File: config.mk
export PLATFORM = sky130hd
export DESIGN_NAME = dcf_cfg_regs
export DESIGN_NICKNAME = d
export VERILOG_FILES = /design/src/rtl/core/dcf_pkg.sv /design/src/rtl/core/dcf_cfg_regs.sv
export SDC_FILE = /design/constraint.sdc
export NUM_CORES = 1
export LEC_CHECK = 0
export ABC_AREA = 1
export BUFFER_PORTS_ARGS = -buffer_cell sky130_fd_sc_hd__buf_2
export CORE_ASPECT_RATIO = 1.75
export CORE_MARGIN = 8
export CORE_UTILIZATION = 48
export CTS_CLUSTER_DIAMETER = 120
export DETAILED_ROUTE_END_ITERATION = 8
export PLACE_DENSITY_LB_ADDON = 0.3
export SLEW_MARGIN = 15
export SYNTH_ARGS = -nofsm -noshare
export SYNTH_HDL_FRONTEND = slang
export SYNTH_SLANG_ARGS = --single-unit
File: constraint.sdc
create_clock -name clk_i -period 0.9 [get_ports clk_i]
set_input_delay 0.18 -clock clk_i [delete_from_list [all_inputs] [get_ports clk_i]]
set_output_delay 0.18 -clock clk_i [all_outputs]
set_load 0.05 [all_outputs]
File: src/rtl/core/dcf_pkg.sv
`timescale 1ns / 1ps
// ----------------------------------------------------------------------------
// DCF77 decoder package
// Shared widths, bit positions, register indexes, payload structs and the
// BCD conversion used by the DCF77 pulse time decoder.
// ----------------------------------------------------------------------------
package dcf_pkg;

  // Timestamp and frame geometry.
  localparam int unsigned TsW    = 32;
  localparam int unsigned FrameW = 60;
  localparam int unsigned PosW   = 6;

  // Configuration port geometry.
  localparam int unsigned CfgIdxW  = 3;
  localparam int unsigned CfgDataW = 32;

  // Register widths.
  localparam int unsigned SplitW   = 10;
  localparam int unsigned SyncGapW = 12;
  localparam int unsigned GlitchW  = 10;

  // Time field widths.
  localparam int unsigned MinW   = 7;
  localparam int unsigned HourW  = 6;
  localparam int unsigned DayW   = 6;
  localparam int unsigned MonW   = 5;
  localparam int unsigned YearW  = 8;

  // Reset values of the configuration registers.
  localparam logic [SplitW-1:0]   SplitRst   = SplitW'(140);
  localparam logic [SyncGapW-1:0] SyncGapRst = SyncGapW'(1200);
  localparam logic [GlitchW-1:0]  GlitchRst  = GlitchW'(300);
  localparam logic [TsW-1:0]      TimeoutRst = TsW'(120 * 1000);

  // Bit positions inside the minute frame.
  localparam logic [PosW-1:0] PosMinStart  = PosW'(21);
  localparam logic [PosW-1:0] PosMinPar    = PosW'(28);
  localparam logic [PosW-1:0] PosHourStart = PosW'(29);
  localparam logic [PosW-1:0] PosHourPar   = PosW'(35);
  localparam logic [PosW-1:0] PosDateStart = PosW'(36);
  localparam logic [PosW-1:0] PosDatePar   = PosW'(58);
  localparam logic [PosW-1:0] PosLast      = PosW'(59);

  // Low bit of each BCD field.
  localparam int unsigned MinLo  = 21;
  localparam int unsigned HourLo = 29;
  localparam int unsigned DayLo  = 36;
  localparam int unsigned MonLo  = 45;
  localparam int unsigned YearLo = 50;

  // Configuration register indexes.
  typedef enum logic [CfgIdxW-1:0] {
    CfgInvert  = 3'd0,
    CfgSplit   = 3'd1,
    CfgSyncGap = 3'd2,
    CfgGlitch  = 3'd3,
    CfgTimeout = 3'd4
  } cfg_idx_e;

  typedef struct packed {
    logic                invert_signal;
    logic [SplitW-1:0]   split_ms;
    logic [SyncGapW-1:0] sync_gap_ms;
    logic [GlitchW-1:0]  glitch_ms;
    logic [TsW-1:0]      sync_timeout_ms;
  } dcf_cfg_t;

  typedef struct packed {
    logic           raw_level;
    logic [TsW-1:0] now_ms;
  } dcf_item_t;

  typedef struct packed {
    logic [MinW-1:0]  minute_out;
    logic [HourW-1:0] hour_out;
    logic [DayW-1:0]  day_out;
    logic [MonW-1:0]  month_out;
    logic [YearW-1:0] year_out;
    logic             synced_flag;
    logic             frame_accepted;
    logic             bit_taken;
    logic             bit_value;
  } dcf_res_t;

  // BCD to binary without range check: v - 6 * (v >> 4), wrapping.
  function automatic logic [7:0] bcd_to_bin(input logic [7:0] v);
    logic [7:0] hi;
    hi = {4'b0000, v[7:4]};
    return v - ((hi << 2) + (hi << 1));
  endfunction

endpackage

File: src/rtl/core/dcf_cfg_regs.sv
`timescale 1ns / 1ps
// ----------------------------------------------------------------------------
// DCF77 configuration registers
// Write-only register bank: inversion, pulse split, gap, glitch, timeout.
// ----------------------------------------------------------------------------
module dcf_cfg_regs
  import dcf_pkg::*;
(
  input  logic                clk_i,
  input  logic                rst_ni,
  input  logic                cfg_we_i,
  input  logic [CfgIdxW-1:0]  cfg_idx_i,
  input  logic [CfgDataW-1:0] cfg_wdata_i,
  output dcf_cfg_t            cfg_o
);

  dcf_cfg_t cfg_q, cfg_d;

  // Decode the register index; unknown indexes write nothing.
  always_comb begin
    cfg_d = cfg_q;
    if (cfg_we_i) begin
      case (cfg_idx_e'(cfg_idx_i))
        CfgInvert:  cfg_d.invert_signal   = cfg_wdata_i[0];
        CfgSplit:   cfg_d.split_ms        = cfg_wdata_i[SplitW-1:0];
        CfgSyncGap: cfg_d.sync_gap_ms     = cfg_wdata_i[SyncGapW-1:0];
        CfgGlitch:  cfg_d.glitch_ms       = cfg_wdata_i[GlitchW-1:0];
        CfgTimeout: cfg_d.sync_timeout_ms = cfg_wdata_i[TsW-1:0];
        default:    cfg_d = cfg_q;
      endcase
    end
  end

  always_ff @(posedge clk_i or negedge rst_ni) begin
    if (!rst_ni) begin
      cfg_q.invert_signal   <= 1'b0;
      cfg_q.split_ms        <= SplitRst;
      cfg_q.sync_gap_ms     <= SyncGapRst;
      cfg_q.glitch_ms       <= GlitchRst;
      cfg_q.sync_timeout_ms <= TimeoutRst;
    end else begin
      cfg_q <= cfg_d;
    end
  end

  assign cfg_o = cfg_q;

endmodule

Word level (Yosys, flattened, before mapping)
Cells that the tools add are included.

Flip-flop bits (word level): 65. Latch bits: 0. Bits in writable memories: 0. ROM bits: 0. Word-level logic and storage cells: 15. Memories kept: 0.

$add $sub $neg: 0. Multiply operators: 0. Div/mod/pow operators: 0. Magnitude comparators: 0. Eq/ne operators: 4. Shift operators: 0. Mux-type cells: 0. Bitwise operators: 0. Reduce and logical (&&, ||, !) cells: 6.

Operator list (count): 2-bit AND reduction (5); 3-bit by 2-bit equality test with 1-bit output, second input constant (2); 3-bit by 1-bit equality test with 1-bit output, second input constant (1); 3-bit equality test, second input constant (1); 3-bit logical NOT (1).

Longest topological paths before layout
Gate-level depths: netlist (run 1).

Depth after elaboration: 2. Mapped depth: 6.

Least setup slack after synthesis (run 1)
OpenSTA, ideal clock, no wires.

Path type: reg2reg. Start point: reg cfg_o[34] (netlist name). End point: reg cfg_q (netlist bit cfg_o[34]). Library setup time: 60 ps. Arrival: 808 ps. Required time: 840 ps. Slack: 31 ps. Cell stages (with the launch flop): 3. Path buffers: 0. Period minus slack after synthesis: 869 ps. Path through: dfstp_2 -> nand2_1 -> nand2_1.

RTL lines: end signal, assigned (line dcf_cfg_regs.sv:42) `cfg_q <= cfg_d;`; end, declared (line dcf_cfg_regs.sv:17) `dcf_cfg_t cfg_q, cfg_d;`.

Worst setup path in the final report (run 1)
Start point: reg cfg_q (netlist bit cfg_o[7]). End point: out cfg_o[7] in the netlist's numbering.

RTL lines: end, declared (line dcf_cfg_regs.sv:14) `output dcf_cfg_t cfg_o`.

No word-level cell between the ends.

==> impl_metrics.yaml, run 1 <==
die:
  core_area_sq_um: 5300
  initial_core_util: 0.498
  chipWidth_um: 72.0
  core.rowCount: 35
  die_h_um: 114
  pin_count: 103
  die-area_sq_um: 8220
min_path:
  holdCritPathClass: "in2reg"
  whs_path_depth: 3
synth:
  synth_top_area_cell: "dfrtp_1"
  syn_nets: 331
  async_flop_share: 1.00
  netlist.area_leader.share: 0.446
  synth.distinct_cells: 13
  synth_top_flop_cell: "dfrtp_1"
  synth_edf_count: 0
  synthTopCellsByCount: "144 x nand2_1, 55 x nand3_1, 47 x dfrtp_1"
  netlist_instances: 293
  yosysSeqAreaShare: 0.625
  synth.most_common_cell: "nand2_1"
  synth-seq-cells: 65
  ys_warn_count: 0
  synthTopCellsByArea: "dfrtp_1 45%, nand2_1 20%, dfstp_2 18%"
  synth_area_sq_um: 2640
  syn_area_per_cell_sq_um: 9.00
detailed_routing:
  first_iter_violations: 142
  wl_mm: 7.83
  firstDrtPassIters: 5
  routedWlPerCell_um: 15.6
  drc: 0
  via_count: 2461
  viasPerCell: 4.90
  antenna_left: 0
pwr:
  vdd_drop_max_mv: 1.61
  leakagePower_nw: 2.22
  powerDensity_nw_per_um2: 2680
  total_power_mw: 11.0
sta:
  final.period_utilization: 1.35
  fin_skew_ps: 0
  grt_setup_unrepaired: "true"
  finalHoldViolations: 0
  slew_viol_final: 0
  max_slew_margin: 0.776
  min_period_ps: 1220
  fin_hold_ws_ps: 74.5
  setup_tns_ps: -13280
  clock.fmax_ghz: 0.820
  tightestPinTransition_ps: 335
  setup_viol: 65
  fin_ws_ps: -319
status:
  failed_checks: "setup timing"
  status: "finished, violations left"
place:
  portBuffers: 102
  gp_congestion: 0.818
  placed_cell_area_sq_um: 3290
  pre_cts_ws_ps: -92.1
  dp_hpwl_mm: 5.32
  post-place-cells: 466
finish:
  drive_gt1_frac: 0.407
  multi_input_area_sq_um: 880
  final_nets: 461
  final_cells: 502
  final_cell_area_sq_um: 4110
  largest_register_ff_count: 65
  syn2layout_area_growth_pct: 55.9
  ff_latch_area_sq_um: 1650
  final_core_util: 0.776
  n_antenna_cell: 0
  fillers: 369
worst_setup_path:
  r2r_start: "cfg_o[47]$_DFFE_PN1P_"
  start_kind: "register"
  crit_path_end: "cfg_o[7]"
  criticalPathCategory: "reg2out"
  critPathMaxFanout: 2
  crit_required_ps: 720
  critPathMaxStageDelay_ps: 560
  r2r_slack_ps: 60
  critical-path-slowest-cell: "dfstp_2"
  critPathLaunch: "cfg_o[7]$_DFFE_PN1P_"
  cpLargestDelayFamily: "flip-flops"
  r2r_cells: 3
  path_buf_inv: 1
  cp.depth: 1
  end_kind: "primary output"
  cp_data_arrival_time_ps: 1040
  path_cells: "buf_8"
  r2r_end: "cfg_o[47]$_DFFE_PN1P_"
clock_tree:
  clock-sinks: 65
  h-tree-depth: 3
  clock_latency_ps: 320
  clk_pin_slew_ps: 70
  root_buffer: "clkbuf_8"
  cts_tree: "yes"
  clock_path_buffers: 2
  cts_buffers: 9
grt:
  grt_pass1_vias: 2563
  grt-ovfl-total: 0
  grt.total_usage: 0.194
  grt_max_degree: 66
  antenna_found_initial: 0
  grt_pass1_wl_mm: 12.5
flow_run:
  drv_cap: 0
how the worst min path moves through the flow:
stage               startpoint               endpoint  slack (ps)
6_report       cfg_wdata_i[16]  cfg_o[16]$_DFFE_PN1P_          70
5_1_grt        cfg_wdata_i[16]  cfg_o[16]$_DFFE_PN1P_          70
4_1_cts        cfg_wdata_i[15]  cfg_o[15]$_DFFE_PN1P_          50
3_5_place_dp            rst_ni  cfg_o[19]$_DFFE_PN0P_         220
3_3_place_gp            rst_ni  cfg_o[19]$_DFFE_PN0P_         220
2_1_floorplan           rst_ni   cfg_o[0]$_DFFE_PN0P_        -120
per-layer routing:
metal	vias to the layer above	global-route usage	part of all wire
met5	-	0	0
met4	0	0.0741	0.027
met3	13	0.0640	0.069
met2	105	0.334	0.52
met1	1156	0.214	0.39
li1	1187	-	-
power breakdown:
part | switching [mW] | internal (mW) | leakage [nW] | total (mW)
combinational | 2.82 | 1.69 | 1.34 | 4.51
clock | 1.03 | 1.42 | 0.103 | 2.45
sequential | 0.454 | 3.59 | 0.780 | 4.04
total | 4.30 | 6.70 | 2.22 | 11.0
kinds of logic after synthesis:
logic type             Yosys count  synth area share
buffers and inverters           20            0.0413
DFF                             65             0.625
and+or+nand+nor                208             0.333
layout by cell type, fill, tap and decap left out, drive strengths merged:
cell type	instances
nand2	148
buf	132
nand3	55
dfrtp	47
dfstp	18
clkbuf	13
inv	6
nor2	5
clkinv	2
bufinv	1
dlygate4sd3	1
area by class of cell:
cell class	instances	area share
Inverter	6	0.00548
Multi-Input combinational cell	208	0.214
Sequential cell	65	0.401
Tap cell	74	0.0225
Clock inverter	3	0.00974
Timing Repair Buffer	133	0.309
Clock buffer	13	0.0386
timing repair:
action,in CTS,in global routing
setup endpoints to repair,65,65
gates resized for setup,148,0
pin swaps,0,0
buffers inserted,9,10
hold buffers,1,0
endpoints found under the hold margin,47,0
Note: power is estimated with default switching activity, not from simulation.
==> inputs of run 2 (changes only) <==
--- a/config.mk
+++ b/config.mk
@@ -6,7 +6,7 @@
 export NUM_CORES = 1
 export LEC_CHECK = 0
 export ABC_AREA = 1
-export BUFFER_PORTS_ARGS = -buffer_cell sky130_fd_sc_hd__buf_2
+export BUFFER_PORTS_ARGS = -buffer_cell sky130_fd_sc_hd__clkbuf_2
 export CORE_ASPECT_RATIO = 1.75
 export CORE_MARGIN = 8
 export CORE_UTILIZATION = 48
==> run 2 against run 1 <==
Against the previous run:
- the flow still finishes with violations (setup timing)
- cell count increased by 0.40%
- via count increased by 3.0%
- routed wire length increased by 10%
- non-clock buffer count increased by 2
- first-iteration DRC count increased by 51%
- design area increased by 6.7%
- clock skew unchanged
- clock power decreased by 11%
- largest cell class unchanged
==> impl_metrics.yaml, run 2 (synthesis results as in run 1) <==
place:
  portBuffers: 102
  dp_hpwl_mm: 5.52
  gp_congestion: 0.792
  pre_cts_ws_ps: -101
worst_setup_path:
  crit_required_ps: 720
  critical-path-slowest-cell: "dfstp_2"
  path_buf_inv: 1
  end_kind: "primary output"
  path_cells: "clkbuf_16"
  critPathMaxFanout: 2
  cp_data_arrival_time_ps: 1060
  start_kind: "register"
  criticalPathCategory: "reg2out"
  cpLargestDelayFamily: "flip-flops"
  critPathMaxStageDelay_ps: 560
clock_tree:
  clock-sinks: 65
  clock_latency_ps: 340
  clock_path_buffers: 2
  root_buffer: "clkbuf_8"
  h-tree-depth: 3
  cts_tree: "yes"
  clk_pin_slew_ps: 70
  cts_buffers: 9
sta:
  clock.fmax_ghz: 0.805
  tightestPinTransition_ps: 327
  min_period_ps: 1240
  max_slew_margin: 0.782
  slew_viol_final: 0
  finalHoldViolations: 0
  fin_ws_ps: -342
  setup_viol: 65
  fin_skew_ps: 0
  final.period_utilization: 1.38
  grt_setup_unrepaired: "true"
  fin_hold_ws_ps: 47.3
status:
  status: "finished, violations left"
  failed_checks: "setup timing"
die:
  initial_core_util: 0.498
  die-area_sq_um: 8220
  pin_count: 103
  core_area_sq_um: 5300
  chipWidth_um: 72.0
  core.rowCount: 35
  die_h_um: 114
grt:
  antenna_found_initial: 0
  grt_pass1_vias: 2722
  grt-ovfl-total: 0
  grt_max_degree: 41
  grt.total_usage: 0.213
  grt_pass1_wl_mm: 13.3
detailed_routing:
  first_iter_violations: 215
  via_count: 2534
  drc: 0
  viasPerCell: 5.03
  firstDrtPassIters: 4
  antenna_left: 0
  wl_mm: 8.64
  routedWlPerCell_um: 17.1
min_path:
  holdCritPathClass: "in2reg"
finish:
  final_nets: 463
  most-common-layout-cells: "144 x nand2_1, 55 x nand3_1, 47 x dfrtp_1, 47 x buf_8, 37 x clkbuf_2"
  drive_gt1_frac: 0.409
  syn2layout_area_growth_pct: 66.4
  largest_register_ff_count: 65
  n_antenna_cell: 0
  layout_commonest_cell: "nand2_1"
pwr:
  leakagePower_nw: 2.32
  vdd_drop_max_mv: 1.70
  powerDensity_nw_per_um2: 2600
flow_run:
  drv_cap: 0
==> run 2: timing repair <==
item / CTS / global route
resized for setup: 106 / 47
setup endpoints to repair: 65 / 65
cloned: 0 / 0
endpoints found under the hold margin: 47 / 0
hold buffers: 1 / 0
setup buffers: 12 / 10
==> run 2: routing by layer <==
metal,routed length (um),GRT usage
met2,4730,0.373
met3,559,0.0693
met4,172,0.111
met1,3180,0.216
met5,0,0
==> run 2: final cells by class <==
type | count | area (sq um)
clock buffer | 13 | 159
clock inverter | 3 | 15.0
fill | 318 | 910
inverter | 6 | 22.5
multi-input combinational | 208 | 880
sequential | 65 | 1650
tap | 74 | 92.6
timing repair buffer | 135 | 1570
==> run 2: power breakdown <==
| group | leakage [nW] | internal (mW) | total [mW] | switching, mW |
|---|---|---|---|---|
| Clock | 0.0932 | 1.14 | 2.19 | 1.05 |
| Combinational | 1.45 | 2.20 | 5.07 | 2.87 |
| Sequential | 0.780 | 3.59 | 4.15 | 0.555 |
==> run 2: final timing paths <==
| kind | start | endpoint | slack (ps) | cells past startpoint |
|---|---|---|---|---|
| min reg2reg | cfg_o[57]$_DFFE_PN1P_ | cfg_o[57]$_DFFE_PN1P_ | 480 | 2 |
| max reg2reg | cfg_o[58]$_DFFE_PN0P_ | cfg_o[58]$_DFFE_PN0P_ | 20 | 4 |
| max in group asynchronous | rst_ni | cfg_o[56]$_DFFE_PN1P_ | 170 | 3 |
| max | cfg_o[16]$_DFFE_PN1P_ | cfg_o[16] | -340 | 1 |
| min in group asynchronous | rst_ni | cfg_o[11]$_DFFE_PN0P_ | 370 | 3 |
| min | cfg_wdata_i[12] | cfg_o[12]$_DFFE_PN1P_ | 50 | 3 |
==> run 2: through the flow <==
stage          setup TNS, ps  std cells   util  instance area [sq um]  power (mW)
2_1_floorplan              0        293      -                   2640        6.43
3_3_place_gp           -1730        465  0.659                   3490        7.80
3_5_place_dp           -3910        465  0.659                   3490        7.88
4_1_cts               -15460        494  0.803                   4260        11.0
5_1_grt               -16360        504  0.828                   4390        11.9
6_report              -14240        504  0.828                   4390        11.4
==> inputs of run 3 (changes only) <==
--- a/config.mk
+++ b/config.mk
@@ -9,7 +9,7 @@
 export BUFFER_PORTS_ARGS = -buffer_cell sky130_fd_sc_hd__clkbuf_2
 export CORE_ASPECT_RATIO = 1.75
 export CORE_MARGIN = 8
-export CORE_UTILIZATION = 48
+export CORE_UTILIZATION = 43
 export CTS_CLUSTER_DIAMETER = 120
 export DETAILED_ROUTE_END_ITERATION = 8
 export PLACE_DENSITY_LB_ADDON = 0.3
==> constraint.sdc (replaced) <==
create_clock -name clk_i -period 1 [get_ports clk_i]
set_input_delay 0.2 -clock clk_i [delete_from_list [all_inputs] [get_ports clk_i]]
set_output_delay 0.2 -clock clk_i [all_outputs]
set_load 0.05 [all_outputs]
==> run 3 against run 2 <==
Against the previous run:
- the flow still finishes with violations (setup timing)
- routed wire length shrank 3.8%
- clock skew is the same
- global-route usage shrank 2.2 points
- cell count grew 1.2%
- combinational power shrank 10%
- first-iteration DRC count shrank 52%
- utilization shrank 9.7 points
- worst hold slack gained 14 ps
- die area grew 9.5%
- critical endpoint is now cfg_o[14]
- largest cell class unchanged
- highest routed layer unchanged
==> impl_metrics.yaml, run 3 (synthesis results as in run 1) <==
finish:
  syn2layout_area_growth_pct: 68.6
  n_antenna_cell: 0
  most-common-layout-cells: "144 x nand2_1, 55 x nand3_1, 47 x dfrtp_1, 47 x buf_8, 37 x clkbuf_2"
  final_core_util: 0.731
  final_nets: 463
  final_cell_area_sq_um: 4450
  layout_commonest_cell: "nand2_1"
  largest_register_ff_count: 65
  drive_gt1_frac: 0.414
place:
  portBuffers: 102
  placed_cell_area_sq_um: 3410
  dp_hpwl_mm: 5.36
  gp_congestion: 0.771
  pre_cts_ws_ps: -7.64
worst_setup_path:
  start_kind: "register"
  cp_data_arrival_time_ps: 1060
  path_buf_inv: 1
  critPathMaxFanout: 2
  criticalPathCategory: "reg2out"
  r2r_start: "cfg_o[2]$_DFFE_PN0P_"
  critPathLaunch: "cfg_o[14]$_DFFE_PN1P_"
  crit_required_ps: 800
  critical-path-slowest-cell: "dfstp_2"
  cpLargestDelayFamily: "flip-flops"
  end_kind: "primary output"
  r2r_slack_ps: 140
  critPathMaxStageDelay_ps: 560
  path_cells: "clkbuf_16"
sta:
  fin_ws_ps: -262
  slew_viol_final: 0
  grt_setup_unrepaired: "true"
  clock.fmax_ghz: 0.792
  min_period_ps: 1260
  finalHoldViolations: 0
  final.period_utilization: 1.26
  tightestPinTransition_ps: 346
  setup_viol: 65
  max_slew_margin: 0.770
  fin_skew_ps: 0
clock_tree:
  cts_buffers: 9
  cts_tree: "yes"
  root_buffer: "clkbuf_8"
  clock-sinks: 65
  h-tree-depth: 3
  clock_path_buffers: 2
  clk_pin_slew_ps: 70
  clock_latency_ps: 340
grt:
  top_usage_layer: "met2"
  grt.met1_usage: 0.202
  grt-ovfl-total: 0
  grt_pass1_vias: 2610
  grtUsageMet3: 0.0560
  grt_pass1_wl_mm: 12.9
  gr-usage-met2: 0.333
  grt_max_degree: 66
  grt.total_usage: 0.191
  antenna_found_initial: 0
detailed_routing:
  antenna_left: 0
  first_iter_violations: 104
  firstDrtPassIters: 4
  drc: 0
  wl_mm: 8.32
  routedWlPerCell_um: 16.3
  via_count: 2501
  viasPerCell: 4.90
die:
  pin_count: 103
  core_area_sq_um: 6090
  initial_core_util: 0.433
  chipWidth_um: 75.2
  core.rowCount: 38
  die_h_um: 120
  die-area_sq_um: 8990
status:
  failed_checks: "setup timing"
  status: "finished, violations left"
min_path:
  worstHoldStart: "cfg_wdata_i[14]"
  holdCritPathClass: "in2reg"
pwr:
  comb_power_share: 0.436
  pwr-share-clk: 0.208
  intPower_mw: 6.43
  vdd_drop_max_mv: 1.42
  p_switching_mw: 4.03
  p_seq_frac: 0.356
  switching_share: 0.385
  powerDensity_nw_per_um2: 2350
  leakagePower_nw: 2.35
flow_run:
  drv_cap: 0
run 3: cell types whose count changed in the layout (fill, tap and decap cells not counted):
| cell | delta |
|---|---|
| clkbuf_16 | +6 |
| clkbuf_1 | -2 |
| clkinv_2 | +1 |
| buf_12 | -6 |
| bufinv_16 | +1 |
| clkinvlp_4 | +1 |
| clkbuf_8 | -1 |
run 3: layout make-up:
class	instances	area (sq um)
timing repair buffer	135	1600
inverter	6	22.5
fill	469	1640
multi-input combinational	208	880
sequential	65	1650
tap	80	100
clock inverter	6	57.6
clock buffer	10	138
run 3: worst paths after layout:
check,endpoint,cells after the start
worst max-delay path,cfg_o[14],1
worst min-delay path,cfg_o[14]$_DFFE_PN1P_,3
worst max register to register,cfg_o[2]$_DFFE_PN0P_,4
worst min register to register,cfg_o[10]$_DFFE_PN1P_,2
max in group asynchronous,cfg_o[40]$_DFFE_PN1P_,3
min in group asynchronous,cfg_o[30]$_DFFE_PN0P_,3
run 3: repair_timing:
action	4_1_cts	5_1_grt
setup endpoints to repair	65	65
hold buffers	1	0
setup buffers	11	11
hold endpoints to repair	47	0
resized for setup	124	47
run 3: power groups by stage:
| stage | Sequential [mW] | Combinational [mW] | Clock [mW] |
|---|---|---|---|
| global placement | 3.56 | 3.29 | 0 |
| finish | 3.72 | 4.56 | 2.18 |
| global route | 3.77 | 4.78 | 2.32 |
| floorplan | 5.30 | 0.485 | 0 |
| detailed placement | 3.57 | 3.32 | 0 |
| CTS | 3.62 | 4.28 | 2.23 |
run 3: through the flow:
step | instances | power [mW] | hold WS (ps) | TNS (ps)
after floorplan | 293 | 5.78 | -95.6 | 0
after global routing | 510 | 10.9 | 48.2 | -11170
after global placement | 471 | 6.85 | 239 | 0
final | 510 | 10.5 | 61.5 | -9320
after detailed placement | 471 | 6.89 | 247 | -12.1
after CTS | 499 | 10.1 | 45.6 | -10780
run 3: layer usage:
layer / up-vias / share of wire
met1: 1203 / 0.35
met5: - / 0
met3: 17 / 0.074
li1: 1193 / -
met4: 0 / 0.017
met2: 88 / 0.56
