==> src/rtl/core/dcf_pkg.sv <==
`timescale 1ns / 1ps
// ----------------------------------------------------------------------------
// DCF77 decoder package
// Shared widths, bit positions, register indexes, payload structs and the
// BCD conversion used by the DCF77 pulse time decoder.
// ----------------------------------------------------------------------------
package dcf_pkg;

  // Timestamp and frame geometry.
  localparam int unsigned TsW    = 32;
  localparam int unsigned FrameW = 60;
  localparam int unsigned PosW   = 6;

  // Configuration port geometry.
  localparam int unsigned CfgIdxW  = 3;
  localparam int unsigned CfgDataW = 32;

  // Register widths.
  localparam int unsigned SplitW   = 10;
  localparam int unsigned SyncGapW = 12;
  localparam int unsigned GlitchW  = 10;

  // Time field widths.
  localparam int unsigned MinW   = 7;
  localparam int unsigned HourW  = 6;
  localparam int unsigned DayW   = 6;
  localparam int unsigned MonW   = 5;
  localparam int unsigned YearW  = 8;

  // Reset values of the configuration registers.
  localparam logic [SplitW-1:0]   SplitRst   = SplitW'(140);
  localparam logic [SyncGapW-1:0] SyncGapRst = SyncGapW'(1200);
  localparam logic [GlitchW-1:0]  GlitchRst  = GlitchW'(300);
  localparam logic [TsW-1:0]      TimeoutRst = TsW'(120 * 1000);

  // Bit positions inside the minute frame.
  localparam logic [PosW-1:0] PosMinStart  = PosW'(21);
  localparam logic [PosW-1:0] PosMinPar    = PosW'(28);
  localparam logic [PosW-1:0] PosHourStart = PosW'(29);
  localparam logic [PosW-1:0] PosHourPar   = PosW'(35);
  localparam logic [PosW-1:0] PosDateStart = PosW'(36);
  localparam logic [PosW-1:0] PosDatePar   = PosW'(58);
  localparam logic [PosW-1:0] PosLast      = PosW'(59);

  // Low bit of each BCD field.
  localparam int unsigned MinLo  = 21;
  localparam int unsigned HourLo = 29;
  localparam int unsigned DayLo  = 36;
  localparam int unsigned MonLo  = 45;
  localparam int unsigned YearLo = 50;

  // Configuration register indexes.
  typedef enum logic [CfgIdxW-1:0] {
    CfgInvert  = 3'd0,
    CfgSplit   = 3'd1,
    CfgSyncGap = 3'd2,
    CfgGlitch  = 3'd3,
    CfgTimeout = 3'd4
  } cfg_idx_e;

  typedef struct packed {
    logic                invert_signal;
    logic [SplitW-1:0]   split_ms;
    logic [SyncGapW-1:0] sync_gap_ms;
    logic [GlitchW-1:0]  glitch_ms;
    logic [TsW-1:0]      sync_timeout_ms;
  } dcf_cfg_t;

  typedef struct packed {
    logic           raw_level;
    logic [TsW-1:0] now_ms;
  } dcf_item_t;

  typedef struct packed {
    logic [MinW-1:0]  minute_out;
    logic [HourW-1:0] hour_out;
    logic [DayW-1:0]  day_out;
    logic [MonW-1:0]  month_out;
    logic [YearW-1:0] year_out;
    logic             synced_flag;
    logic             frame_accepted;
    logic             bit_taken;
    logic             bit_value;
  } dcf_res_t;

  // BCD to binary without range check: v - 6 * (v >> 4), wrapping.
  function automatic logic [7:0] bcd_to_bin(input logic [7:0] v);
    logic [7:0] hi;
    hi = {4'b0000, v[7:4]};
    return v - ((hi << 2) + (hi << 1));
  endfunction

endpackage

==> src/rtl/core/dcf_decode_core.sv <==
`timescale 1ns / 1ps
// ----------------------------------------------------------------------------
// DCF77 decode core
// Holds the frame state and turns one registered sample into one result:
// edge detect, gap measurement, bit shift-in, parity check and BCD load.
// ----------------------------------------------------------------------------
module dcf_decode_core
  import dcf_pkg::*;
(
  input  logic      clk_i,
  input  logic      rst_ni,
  input  dcf_cfg_t  cfg_i,
  input  logic      fire_i,
  input  dcf_item_t item_i,
  output dcf_res_t  res_o
);

  logic              last_level_q, last_level_d;
  logic [TsW-1:0]    last_rise_q, last_rise_d;
  logic [PosW-1:0]   bit_pos_q, bit_pos_d;
  logic [FrameW-1:0] frame_q, frame_d;
  logic              run_par_q, run_par_d;
  logic [2:0]        saved_par_q, saved_par_d;
  logic [MinW-1:0]   minute_q, minute_d;
  logic [HourW-1:0]  hour_q, hour_d;
  logic [DayW-1:0]   day_q, day_d;
  logic [MonW-1:0]   month_q, month_d;
  logic [YearW-1:0]  year_q, year_d;
  logic [TsW-1:0]    last_frame_q, last_frame_d;

  logic           level;
  logic           changed;
  logic [TsW-1:0] gap;
  logic [TsW-1:0] age;
  logic           par_ok;
  logic           close;
  logic           close_ok;
  logic           bv;
  logic           taken;
  logic [7:0]     min_bin, hour_bin, day_bin, mon_bin, year_bin;

  assign level   = item_i.raw_level ^ cfg_i.invert_signal;
  assign changed = fire_i && (level != last_level_q);
  assign gap     = item_i.now_ms - last_rise_q;
  assign par_ok  = (saved_par_q[0] == frame_q[PosMinPar]) &&
                   (saved_par_q[1] == frame_q[PosHourPar]) &&
                   (saved_par_q[2] == frame_q[PosDatePar]);

  // BCD fields of the frame collected so far.
  assign min_bin  = bcd_to_bin({1'b0, frame_q[MinLo +: MinW]});
  assign hour_bin = bcd_to_bin({2'b00, frame_q[HourLo +: HourW]});
  assign day_bin  = bcd_to_bin({2'b00, frame_q[DayLo +: DayW]});
  assign mon_bin  = bcd_to_bin({3'b000, frame_q[MonLo +: MonW]});
  assign year_bin = bcd_to_bin(frame_q[YearLo +: YearW]);

  // Next state for one accepted sample.
  always_comb begin
    last_level_d = last_level_q;
    last_rise_d  = last_rise_q;
    bit_pos_d    = bit_pos_q;
    frame_d      = frame_q;
    run_par_d    = run_par_q;
    saved_par_d  = saved_par_q;
    minute_d     = minute_q;
    hour_d       = hour_q;
    day_d        = day_q;
    month_d      = month_q;
    year_d       = year_q;
    last_frame_d = last_frame_q;
    close        = 1'b0;
    close_ok     = 1'b0;
    bv           = 1'b0;
    taken        = 1'b0;

    if (changed) begin
      last_level_d = level;
      if (level) begin
        // Rising edge: minute mark, glitch or plain second start.
        if (gap > {{(TsW-SyncGapW){1'b0}}, cfg_i.sync_gap_ms}) begin
          close    = 1'b1;
          close_ok = (bit_pos_q == PosLast) && par_ok;
        end else if (gap < {{(TsW-GlitchW){1'b0}}, cfg_i.glitch_ms}) begin
          if (bit_pos_q != '0) begin
            bit_pos_d = bit_pos_q - PosW'(1);
          end
        end
        if (gap > {{(TsW-GlitchW){1'b0}}, cfg_i.glitch_ms}) begin
          last_rise_d = item_i.now_ms;
        end
      end else begin
        // Falling edge: pulse width picks the bit value.
        bv      = (gap >= {{(TsW-SplitW){1'b0}}, cfg_i.split_ms});
        taken   = 1'b1;
        frame_d = frame_q | (FrameW'(bv) << bit_pos_q);
        if (bit_pos_q inside {PosMinStart, PosHourStart, PosDateStart}) begin
          run_par_d = 1'b0;
        end
        if (bit_pos_q == PosMinPar) begin
          saved_par_d[0] = run_par_q;
        end
        if (bit_pos_q == PosHourPar) begin
          saved_par_d[1] = run_par_q;
        end
        if (bit_pos_q == PosDatePar) begin
          saved_par_d[2] = run_par_q;
        end
        if (bv) begin
          run_par_d = run_par_d ^ 1'b1;
        end
        // A sixtieth bit overruns the frame and closes it unaccepted.
        if (bit_pos_q == PosLast) begin
          close = 1'b1;
        end else begin
          bit_pos_d = bit_pos_q + PosW'(1);
        end
      end
    end

    if (close) begin
      bit_pos_d    = '0;
      frame_d      = '0;
      last_frame_d = item_i.now_ms;
    end

    if (close_ok) begin
      minute_d = min_bin[MinW-1:0];
      hour_d   = hour_bin[HourW-1:0];
      day_d    = day_bin[DayW-1:0];
      month_d  = mon_bin[MonW-1:0];
      year_d   = year_bin[YearW-1:0];
    end
  end

  // Result reflects the state after this sample.
  assign age = item_i.now_ms - last_frame_d;

  always_comb begin
    res_o.minute_out     = minute_d;
    res_o.hour_out       = hour_d;
    res_o.day_out        = day_d;
    res_o.month_out      = month_d;
    res_o.year_out       = year_d;
    res_o.synced_flag    = (day_d != '0) && (month_d != '0) &&
                           (age <= cfg_i.sync_timeout_ms);
    res_o.frame_accepted = close_ok;
    res_o.bit_taken      = taken;
    res_o.bit_value      = bv;
  end

  always_ff @(posedge clk_i or negedge rst_ni) begin
    if (!rst_ni) begin
      last_level_q <= 1'b0;
      last_rise_q  <= '0;
      bit_pos_q    <= '0;
      frame_q      <= '0;
      run_par_q    <= 1'b0;
      saved_par_q  <= '0;
      minute_q     <= '0;
      hour_q       <= '0;
      day_q        <= '0;
      month_q      <= '0;
      year_q       <= '0;
      last_frame_q <= '0;
    end else begin
      last_level_q <= last_level_d;
      last_rise_q  <= last_rise_d;
      bit_pos_q    <= bit_pos_d;
      frame_q      <= frame_d;
      run_par_q    <= run_par_d;
      saved_par_q  <= saved_par_d;
      minute_q     <= minute_d;
      hour_q       <= hour_d;
      day_q        <= day_d;
      month_q      <= month_d;
      year_q       <= year_d;
      last_frame_q <= last_frame_d;
    end
  end

  // The bit position never runs past the last frame bit.
  a_pos_range: assert property (@(posedge clk_i) disable iff (!rst_ni)
    bit_pos_q <= PosLast)
    else $error("bit position beyond frame end");

  // A frame is accepted only on a rising edge, a bit is taken on a falling edge.
  a_flags_excl: assert property (@(posedge clk_i) disable iff (!rst_ni)
    fire_i |-> !(res_o.frame_accepted && res_o.bit_taken))
    else $error("frame accept and bit take in one sample");

  // An accepted frame leaves an empty frame behind.
  a_accept_clears: assert property (@(posedge clk_i) disable iff (!rst_ni)
    fire_i && res_o.frame_accepted |=> bit_pos_q == '0 && frame_q == '0)
    else $error("frame state not cleared after accept");

  // Without a sample the decode state holds.
  a_idle_hold: assert property (@(posedge clk_i) disable iff (!rst_ni)
    !fire_i |=> $stable(bit_pos_q) && $stable(last_level_q) && $stable(frame_q))
    else $error("decode state changed without a sample");

endmodule

==> config.mk <==
export PLATFORM = sky130hd
export DESIGN_NAME = dcf_decode_core
export DESIGN_NICKNAME = d
export VERILOG_FILES = /design/src/rtl/core/dcf_pkg.sv /design/src/rtl/core/dcf_decode_core.sv
export SDC_FILE = /design/constraint.sdc
export NUM_CORES = 1
export LEC_CHECK = 0
export CAP_MARGIN = 40
export CELL_PAD_IN_SITES_DETAIL_PLACEMENT = 0
export CELL_PAD_IN_SITES_GLOBAL_PLACEMENT = 2
export CORE_MARGIN = 2
export CORE_UTILIZATION = 37
export CTS_CLUSTER_DIAMETER = 120
export CTS_CLUSTER_SIZE = 30
export DETAILED_ROUTE_END_ITERATION = 7
export DONT_BUFFER_PORTS = 1
export GPL_TIMING_DRIVEN = 0
export PLACE_DENSITY_LB_ADDON = 0.1
export SKIP_LAST_GASP = 1
export SLEW_MARGIN = 20
export SYNTH_ARGS = -nofsm -noshare
export SYNTH_HDL_FRONTEND = slang
export SYNTH_SLANG_ARGS = --single-unit
==> constraint.sdc <==
create_clock -name clk_i -period 8.4 [get_ports clk_i]
set_clock_uncertainty 0.2 [all_clocks]
set_input_delay 0.42 -clock clk_i [delete_from_list [all_inputs] [get_ports clk_i]]
set_output_delay 0.42 -clock clk_i [all_outputs]
set_load 0.05 [all_outputs]
# ---- Word level (Yosys, flattened, before mapping)
# Cells that the tools add are included.
dict set report totals {
  regBits 167
  in_bits 101
  out_inout_bits 36
  word_cells 103
}
dict set report classes {
  bitwise_logic 4
  mux 31
  n_addsub 14
  eq_ne 16
  shift 1
  order_cmp 5
  n_reduce_logical 18
}
# operator n
set ops {}
lappend ops {{$mux 60} 3}
lappend ops {{$sub 32x32->32} 2}
lappend ops {{$or 60x60->60} 1}
lappend ops {{$shl 1x6->60} 1}
lappend ops {{$mux 6} 9}
lappend ops {{$ge 32x10->1} 1}
lappend ops {{$gt 32x10->1} 1}
lappend ops {{$gt 32x12->1} 1}
lappend ops {{$le 32x32->1} 1}
lappend ops {{$lt 32x10->1} 1}
lappend ops {{$mux 32} 1}
lappend ops {{$eq 6x6->1 const B} 4}
lappend ops {{$eq 6x5->1 const B} 3}
lappend ops {{$mux 1} 15}
lappend ops {{$reduce_and 3->1} 4}
lappend ops {{$reduce_bool 6->1} 2}
lappend ops {{$sub 6x5->6} 2}
lappend ops {{$add 4x3->5} 2}
lappend ops {{$mux 8} 1}
lappend ops {{$sub 8x7->8} 1}
lappend ops {{$add 6x5->7} 1}
lappend ops {{$mux 7} 1}
lappend ops {{$sub 7x6->7} 1}
lappend ops {{$add 5x4->6} 1}
lappend ops {{18 further kinds} 29}

# ---- Depth between registers and ports, before layout
# Gate-level depths: netlist of the first run.
dict set report depth {
  ltp_word 11
  mapped_depth 44
  depth_no_buf 42
}

# ---- Least setup slack after synthesis of the first run
# No wires, ideal clock.
dict set report synth_timing {
  path_type {input to output}
  startpoint {input port item_i[5] (netlist name)}
  endpoint {output port res_o[3] (netlist name)}
  t_required_ps 7780
  n_path_buf 2
  cell_stages 41
  slack_ps -294
  arrival_time_ps 8074
  cell_sequence {ha_1 > or3_1 > nand3_1 > a21oi_1 > o31a_1 > or3_1 > and2_1 > ha_1 > a21oi_1 > o21ai_0 > nand2b_1 > o31a_1 > o31a_1 > nor3_1 > nand4_2 > a21oi_2 > buf_2 > buf_4 > [... 5 more ...] > o21ai_0 > a21oi_1 > o31ai_1 > o211a_1 > a211o_1 > o21ba_2 > xnor2_1 > ha_1 > nor2b_1 > o21ai_0 > nand2b_1 > a21oi_1 > nor2b_1 > o21ai_0 > nand2b_1 > a21oi_1 > a21oi_1 > a21oi_1}
}
# element line_no
set synth_rtl {}
lappend synth_rtl {{from (decl)} dcf_decode_core.sv:14} ;# input dcf_item_t item_i,
lappend synth_rtl {{to (decl)} dcf_decode_core.sv:15} ;# output dcf_res_t res_o

==> flow_summary_export.csv, run 1 <==
group,metric,value,unit
clock_network,clock_latency,0.44,ns
hold_path,hold_start,"item_i[3]",
synth,synth_edf_count,0,
floorplanning,initial_core_util,0.378,
floorplanning,io_pins,137,
synth,synth_cell_types,90,
setup_path,startpoint_type,"flip-flop",
timing,finalSetupViolations,1,
clock_network,clkTransAtPathRegs,0.07,ns
outcome,status,"finished, violations left",
floorplanning,die_area,0.0359,mm2
finish,syn2layout_area_growth,22.1,%
clock_network,cts_made_buffers,17,
synth,synth_top_flop_cell,"dfrtp_1",
outcome,violations,"negative setup slack",
placed_design,dp_hpwl,26600,um
timing,fmax,109,MHz
setup_path,r2r-end,"day_q[4]$_DFF_PN0_",
setup_path,worstPathArrival,8.57,ns
timing,fin_crit,9.19,ns
synth,yosys_warnings,0,
setup_path,r2r-start,"last_rise_q[4]$_DFFE_PN0P_",
floorplanning,fp.dieH,190,um
setup_path,r2r_setup_slack,3.29,ns
hold_path,hold_end,"last_frame_q[3]$_DFF_PN0_",
drt,drtIter0Drc,389,
hold_path,worstHoldPathType,"primary input to flip-flop",
synth,synthesis.area,0.0127,mm2
flow_run,cap_viol_max_count,0,
floorplanning,core-area,0.0337,mm2
synth,yosys_register_bits,142,
setup_path,worstPathMaxFanout,5,
drt,dr.pass1.iters,4,
clock_network,htree_levels,4,
synth,syn-num-nets,1688,
pwr,leakage,0.00732,uW
placed_design,dpl.cell_count,1891,
pwr,finalPower,4830,uW
finish,register_area,0.00355,mm2
clock_network,clk_path_buf_depth,2,
synth,avgSynthCellArea,9.01,um2
timing,hold_violations,0,
global_route,grt_usage,0.201,
setup_path,critPathSlowestCell,"dfrtp_1",
finish,num_antenna_cells,0,
hold_path,hold_depth,3,
floorplanning,rows,67,
setup_path,worst-setup-path-type,"flip-flop to primary output",
timing,maxSlewHeadroom,0.458,
global_route,grt_overflow,0,
drt,drc_errors,0,
setup_path,reg2reg_depth,21,
clock_network,cts.sinks,142,
synth,yosysSeqAreaShare,0.279,
floorplanning,die_width,190,um
finish,fillers,3300,
setup_path,max_stage_delay,0.39,ns
global_route,grt_pass1_wl,56900,um
clock_network,tritoncts,"built",
timing,worst_slew_pin_slew,0.806,ns
timing,maxSlewViolCount,0,
drt,wirelength,34800,um
finish,fin_cells,2009,
drt,routed_via_density,5.15,
timing,worst_slack,-0.787,ns
placed_design,io_buffers,0,
setup_path,worstSetupEndpointType,"primary output",
placed_design,dp_slack,-2.37,ns
pwr,power_density,311,mW/mm2
finish,drive_gt1_frac,0.185,
finish,fin_nets,1822,
finish,multi_input_area,0.00882,mm2
global_route,antenna_found_initial,0,
timing,grt_setup_unrepaired,"true",
drt,routedWlPerCell,17.3,um
synth,syn_inst,1414,
drt,final_antenna_net_count,0,
placed_design,gp_congestion,0.854,
clock_network,clockRootBuffer,"clkbuf_16",
timing,timing.final.crit_share,1.09,
drt,via_count,10300,
pwr,peakVddDrop,0.000105,V
global_route,grt_pass1_vias,10800,
synth,async_flop_share,1.00,
global_route,grt_max_degree,143,
setup_path,crit_required,7.78,ns
## how the worst max path moves through the flow
stage	startpoint	endpoint	slack, ns	cells after the start
after global routing	last_rise_q[4]$_DFFE_PN0P_	res_o[3]	-1.17	41
final	last_rise_q[4]$_DFFE_PN0P_	res_o[3]	-0.79	43
after detailed placement	item_i[4]	res_o[3]	-2.37	39
after global placement	item_i[4]	res_o[3]	-2.38	39
after CTS	last_rise_q[5]$_DFFE_PN0P_	res_o[3]	-0.75	40
after floorplan	item_i[5]	res_o[3]	0.01	41
## registers in the layout, indices dropped and copies added, names as in the netlist
register / cells
last_frame_q: 32
bit_pos_q: 6
day_q: 6
saved_par_q: 3
month_q: 5
hour_q: 6
minute_q: 7
last_rise_q: 32
year_q: 8
last_level_q: 1
run_par_q: 1
frame_q: 35
## cells in the final DEF, fill, tap and decap left out, types with 18 or more instances in the layout
| cell | count |
|---|---|
| inv_1 | 180 |
| mux2i_1 | 25 |
| ha_1 | 147 |
| a22o_1 | 34 |
| buf_4 | 84 |
| nor2b_1 | 18 |
| mux2_4 | 29 |
| a21oi_1 | 89 |
| xnor2_1 | 52 |
| nand2_1 | 96 |
| nand2b_1 | 21 |
| o21a_1 | 20 |
| nand4_1 | 24 |
| nor2_1 | 72 |
| o21ai_0 | 33 |
| o21ai_1 | 38 |
| nand3_1 | 18 |
| nor3_1 | 20 |
| dfrtp_1 | 142 |
| xor2_1 | 23 |
| a21o_1 | 24 |
| dlygate4sd3_1 | 35 |
## synthesized netlist by cell type, types with 8 or more instances
cell | instances | area (um2)
inv_1 | 183 | 687
ha_1 | 163 | 2040
dfrtp_1 | 142 | 3550
a21oi_1 | 101 | 505
nand2_1 | 97 | 364
nor2_1 | 73 | 274
o21ai_0 | 67 | 335
xnor2_1 | 56 | 490
a22o_1 | 34 | 298
mux2i_1 | 34 | 340
mux2_4 | 29 | 435
a21o_1 | 24 | 180
nand4_1 | 24 | 150
xor2_1 | 24 | 210
nor3_1 | 23 | 115
nand2b_1 | 21 | 131
nor2b_1 | 21 | 131
o21a_1 | 20 | 150
nand3_1 | 19 | 95.1
and3_1 | 17 | 106
clkbuf_1 | 13 | 48.8
o211ai_1 | 13 | 97.6
buf_2 | 12 | 60.1
o21bai_1 | 11 | 82.6
a211oi_1 | 10 | 75.1
fa_1 | 10 | 200
o2111ai_1 | 9 | 78.8
or3_1 | 9 | 56.3
and2_1 | 8 | 50.1
## cell families (layout without fill, tap and decap cells)
family / after synthesis / after routing / share of synthesized area
AO/OA/AOI/OAI: 358 / 358 / 0.192
XOR/XNOR: 80 / 80 / 0.0550
adder cells (fa/ha/maj): 173 / 173 / 0.176
buffers and inverters: 227 / 374 / 0.0781
flip-flops: 142 / 142 / 0.279
multiplexers: 76 / 76 / 0.0724
AND/OR/NAND/NOR: 358 / 358 / 0.148
## worst max-delay path: cells and delay by family, from the launching register on
family | cells | cell delay, ns
compound gates | 22 | 3.95
xor+xnor | 1 | 0.13
fa+ha+maj | 5 | 1.28
buf+inv | 4 | 0.52
flops | 1 | 0.39
simple gates | 11 | 1.84
## per-layer routing
metal | wire, um | track usage | part of all wire | up-vias
met1 | 15600 | 0.250 | 0.45 | 4911
met5 | 0 | 0 | 0 | -
met3 | 966 | 0.0324 | 0.028 | 25
li1 | - | - | - | 5280
met2 | 17600 | 0.359 | 0.51 | 133
met4 | 518 | 0.0540 | 0.015 | 0
## per-stage QoR
step	hold WS [ns]	util	TNS [ns]	instance area, um2
floorplan	-0.0756	-	0	12700
global placement	-0.0724	0.395	-2.38	13300
detailed placement	-0.0726	0.401	-2.37	13500
CTS	0.0218	0.449	-0.748	15100
global route	0.0364	0.461	-1.17	15500
finish	0.0410	0.461	-0.787	15500
## layout make-up
| type | count | area share |
|---|---|---|
| plain buffers | 39 | 0.0214 |
| clock buffers | 17 | 0.0274 |
| clock inverters | 15 | 0.00974 |
| inverters | 185 | 0.0447 |
| multi-input cells | 1045 | 0.567 |
| flip-flops and latches | 142 | 0.229 |
| well taps | 448 | 0.0361 |
| repair buffers | 118 | 0.0649 |
## what timing repair did
item | 4_1_cts | 5_1_grt
gates resized for setup | 81 | 41
endpoints found under the hold margin | 205 | 0
endpoints found under the setup margin | 1 | 1
buffers inserted | 32 | 21
pin swaps | 42 | 43
gates cloned | 0 | 0
hold buffers | 36 | 0
## power by group
group	total, uW	internal [uW]	leakage (uW)	switching, uW
sequential	968	852	0.00182	115
clock	766	417	0.000273	348
combinational	3100	1410	0.00522	1690
Power figures use the tool's default switching activity.
==> run 2, diff against run 1 <==
Settings changed: ABC_CLOCK_PERIOD_IN_PS from default to 8400, REMOVE_ABC_BUFFERS from default to 1.
==> flow_summary_export.csv, run 2 (same netlist as run 1, synthesis figures left out) <==
group,metric,value,unit
placed_design,io_buffers,0,
drt,via_count,10100,
finish,layout_commonest_cell,"inv_1",
pwr,leakage,0.00713,uW
floorplanning,die_width,190,um
clock_network,clkTransAtPathRegs,0.07,ns
timing,fmax,109,MHz
pwr,peakVddDrop,0.000136,V
hold_path,worstHoldPathType,"primary input to flip-flop",
global_route,grt_max_degree,143,
timing,maxSlewHeadroom,0.441,
floorplanning,rows,67,
timing,finalSetupViolations,1,
drt,drtIter0Drc,432,
setup_path,cp_top_family,"compound AO/OA/AOI/OAI gates",
setup_path,worstSetupEndpointType,"primary output",
drt,wirelength,33600,um
global_route,grt_pass1_wl,55200,um
setup_path,worst-setup-path-type,"flip-flop to primary output",
flow_run,cap_viol_max_count,0,
setup_path,crit_required,7.78,ns
drt,dr.pass1.iters,5,
placed_design,dp_slack,-2.56,ns
setup_path,r2r_setup_slack,3.45,ns
timing,hold_slack,0.0756,ns
clock_network,cts_made_buffers,17,
finish,syn2layout_area_growth,18.9,%
global_route,antenna_found_initial,0,
setup_path,path_buf_inv,3,
drt,final_antenna_net_count,0,
setup_path,worstPathArrival,8.56,ns
clock_network,tritoncts,"built",
timing,grt_setup_unrepaired,"true",
setup_path,max_stage_delay,0.46,ns
floorplanning,die_area,0.0359,mm2
drt,routedWlPerCell,17.1,um
setup_path,critPathSlowestCell,"or4_4",
floorplanning,core-area,0.0337,mm2
finish,fin_nets,1778,
global_route,grt_overflow,0,
clock_network,clockRootBuffer,"clkbuf_16",
finish,largest_reg_flops,35,
outcome,violations,"negative setup slack",
placed_design,dpl-instance-area,0.0133,mm2
clock_network,cts.sinks,142,
finish,fillers,3395,
pwr,power_density,309,mW/mm2
finish,top_regs,"frame_q: 35 flops, last_frame_q: 32 flops, last_rise_q: 32 flops",
timing,fin_crit,9.18,ns
clock_network,clock_latency,0.44,ns
clock_network,clk_path_buf_depth,2,
drt,routed_via_density,5.14,
finish,layout_common_cells,"inv_1, ha_1, dfrtp_1",
timing,worst_slack,-0.780,ns
finish,utilization,0.449,
placed_design,gp_congestion,0.814,
floorplanning,initial_core_util,0.378,
global_route,grt_usage,0.193,
setup_path,startpoint_type,"flip-flop",
floorplanning,io_pins,137,
placed_design,dpl.cell_count,1855,
setup_path,worstPathMaxFanout,7,
clock_network,htree_levels,4,
floorplanning,fp.dieH,190,um
finish,register_area,0.00355,mm2
finish,drive_gt1_frac,0.169,
finish,largest-register,"frame_q",
global_route,grt_pass1_vias,10400,
finish,num_antenna_cells,0,
timing,worst_slew_pin_slew,0.835,ns
outcome,status,"finished, violations left",
setup_path,cp_common_cell,"a21oi_2",
finish,final_area,0.0151,mm2
placed_design,dp_hpwl,24700,um
finish,fin_cells,1965,
drt,drc_errors,0,
timing,maxSlewViolCount,0,
timing,timing.final.crit_share,1.09,
finish,multi_input_area,0.00875,mm2
timing,hold_violations,0,
## run 2: cell count changes in the layout (fill, tap and decap cells not counted), moves of 4 or more
cell      change
a21oi_2       +6
mux2i_4       -5
buf_2        -11
mux2i_2       +6
clkinv_4      +4
buf_4        -17
buf_12        -5
clkbuf_1     -10
buf_6         -4
## run 2: metrics by stage
step | setup TNS (ns) | power [uW]
6_report | -0.780 | 4680
3_3_place_gp | -3.67 | 3620
2_1_floorplan | -1.02 | 3050
5_1_grt | -1.22 | 5160
3_5_place_dp | -2.56 | 3670
4_1_cts | -0.835 | 4670
## run 2: metal layers
metal | track usage | share of wire | vias to the layer above
met5 | 0 | 0 | -
met4 | 0.0569 | 0.018 | 0
met3 | 0.0269 | 0.025 | 24
met2 | 0.328 | 0.48 | 112
met1 | 0.255 | 0.47 | 4785
li1 | - | - | 5185
## run 2: repair_timing
item                                   CTS  global route
setup endpoints to repair                1             1
hold buffers                            34             0
buffers inserted                        25            14
pin swaps                               37            29
endpoints found under the hold margin  206             0
gates cloned                             4             0
gates resized for setup                 74            23
## run 2: final timing paths
kind                       cells after the start                    endpoint                       start
min in group asynchronous                      2     frame_q[47]$_DFFE_PN0P_                      rst_ni
max in group asynchronous                      2  last_rise_q[4]$_DFFE_PN0P_                      rst_ni
max reg2reg                                   19          day_q[4]$_DFF_PN0_  last_rise_q[4]$_DFFE_PN0P_
min reg2reg                                    2  last_frame_q[21]$_DFF_PN0_  last_frame_q[21]$_DFF_PN0_
min                                            2  last_rise_q[1]$_DFFE_PN0P_                   item_i[1]
max                                           38                    res_o[3]  last_rise_q[4]$_DFFE_PN0P_
## run 2: power breakdown
part	switching, uW	internal [uW]
Clock	348	396
Combinational	1620	1330
Sequential	127	852
## run 2: final cells by class
class	count	share of cell area
clock buffers	18	0.0290
clock inverters	14	0.00818
inverters	185	0.0459
multi-input cells	1048	0.578
flip-flops and latches	142	0.235
well taps	448	0.0370
repair buffers	110	0.0674
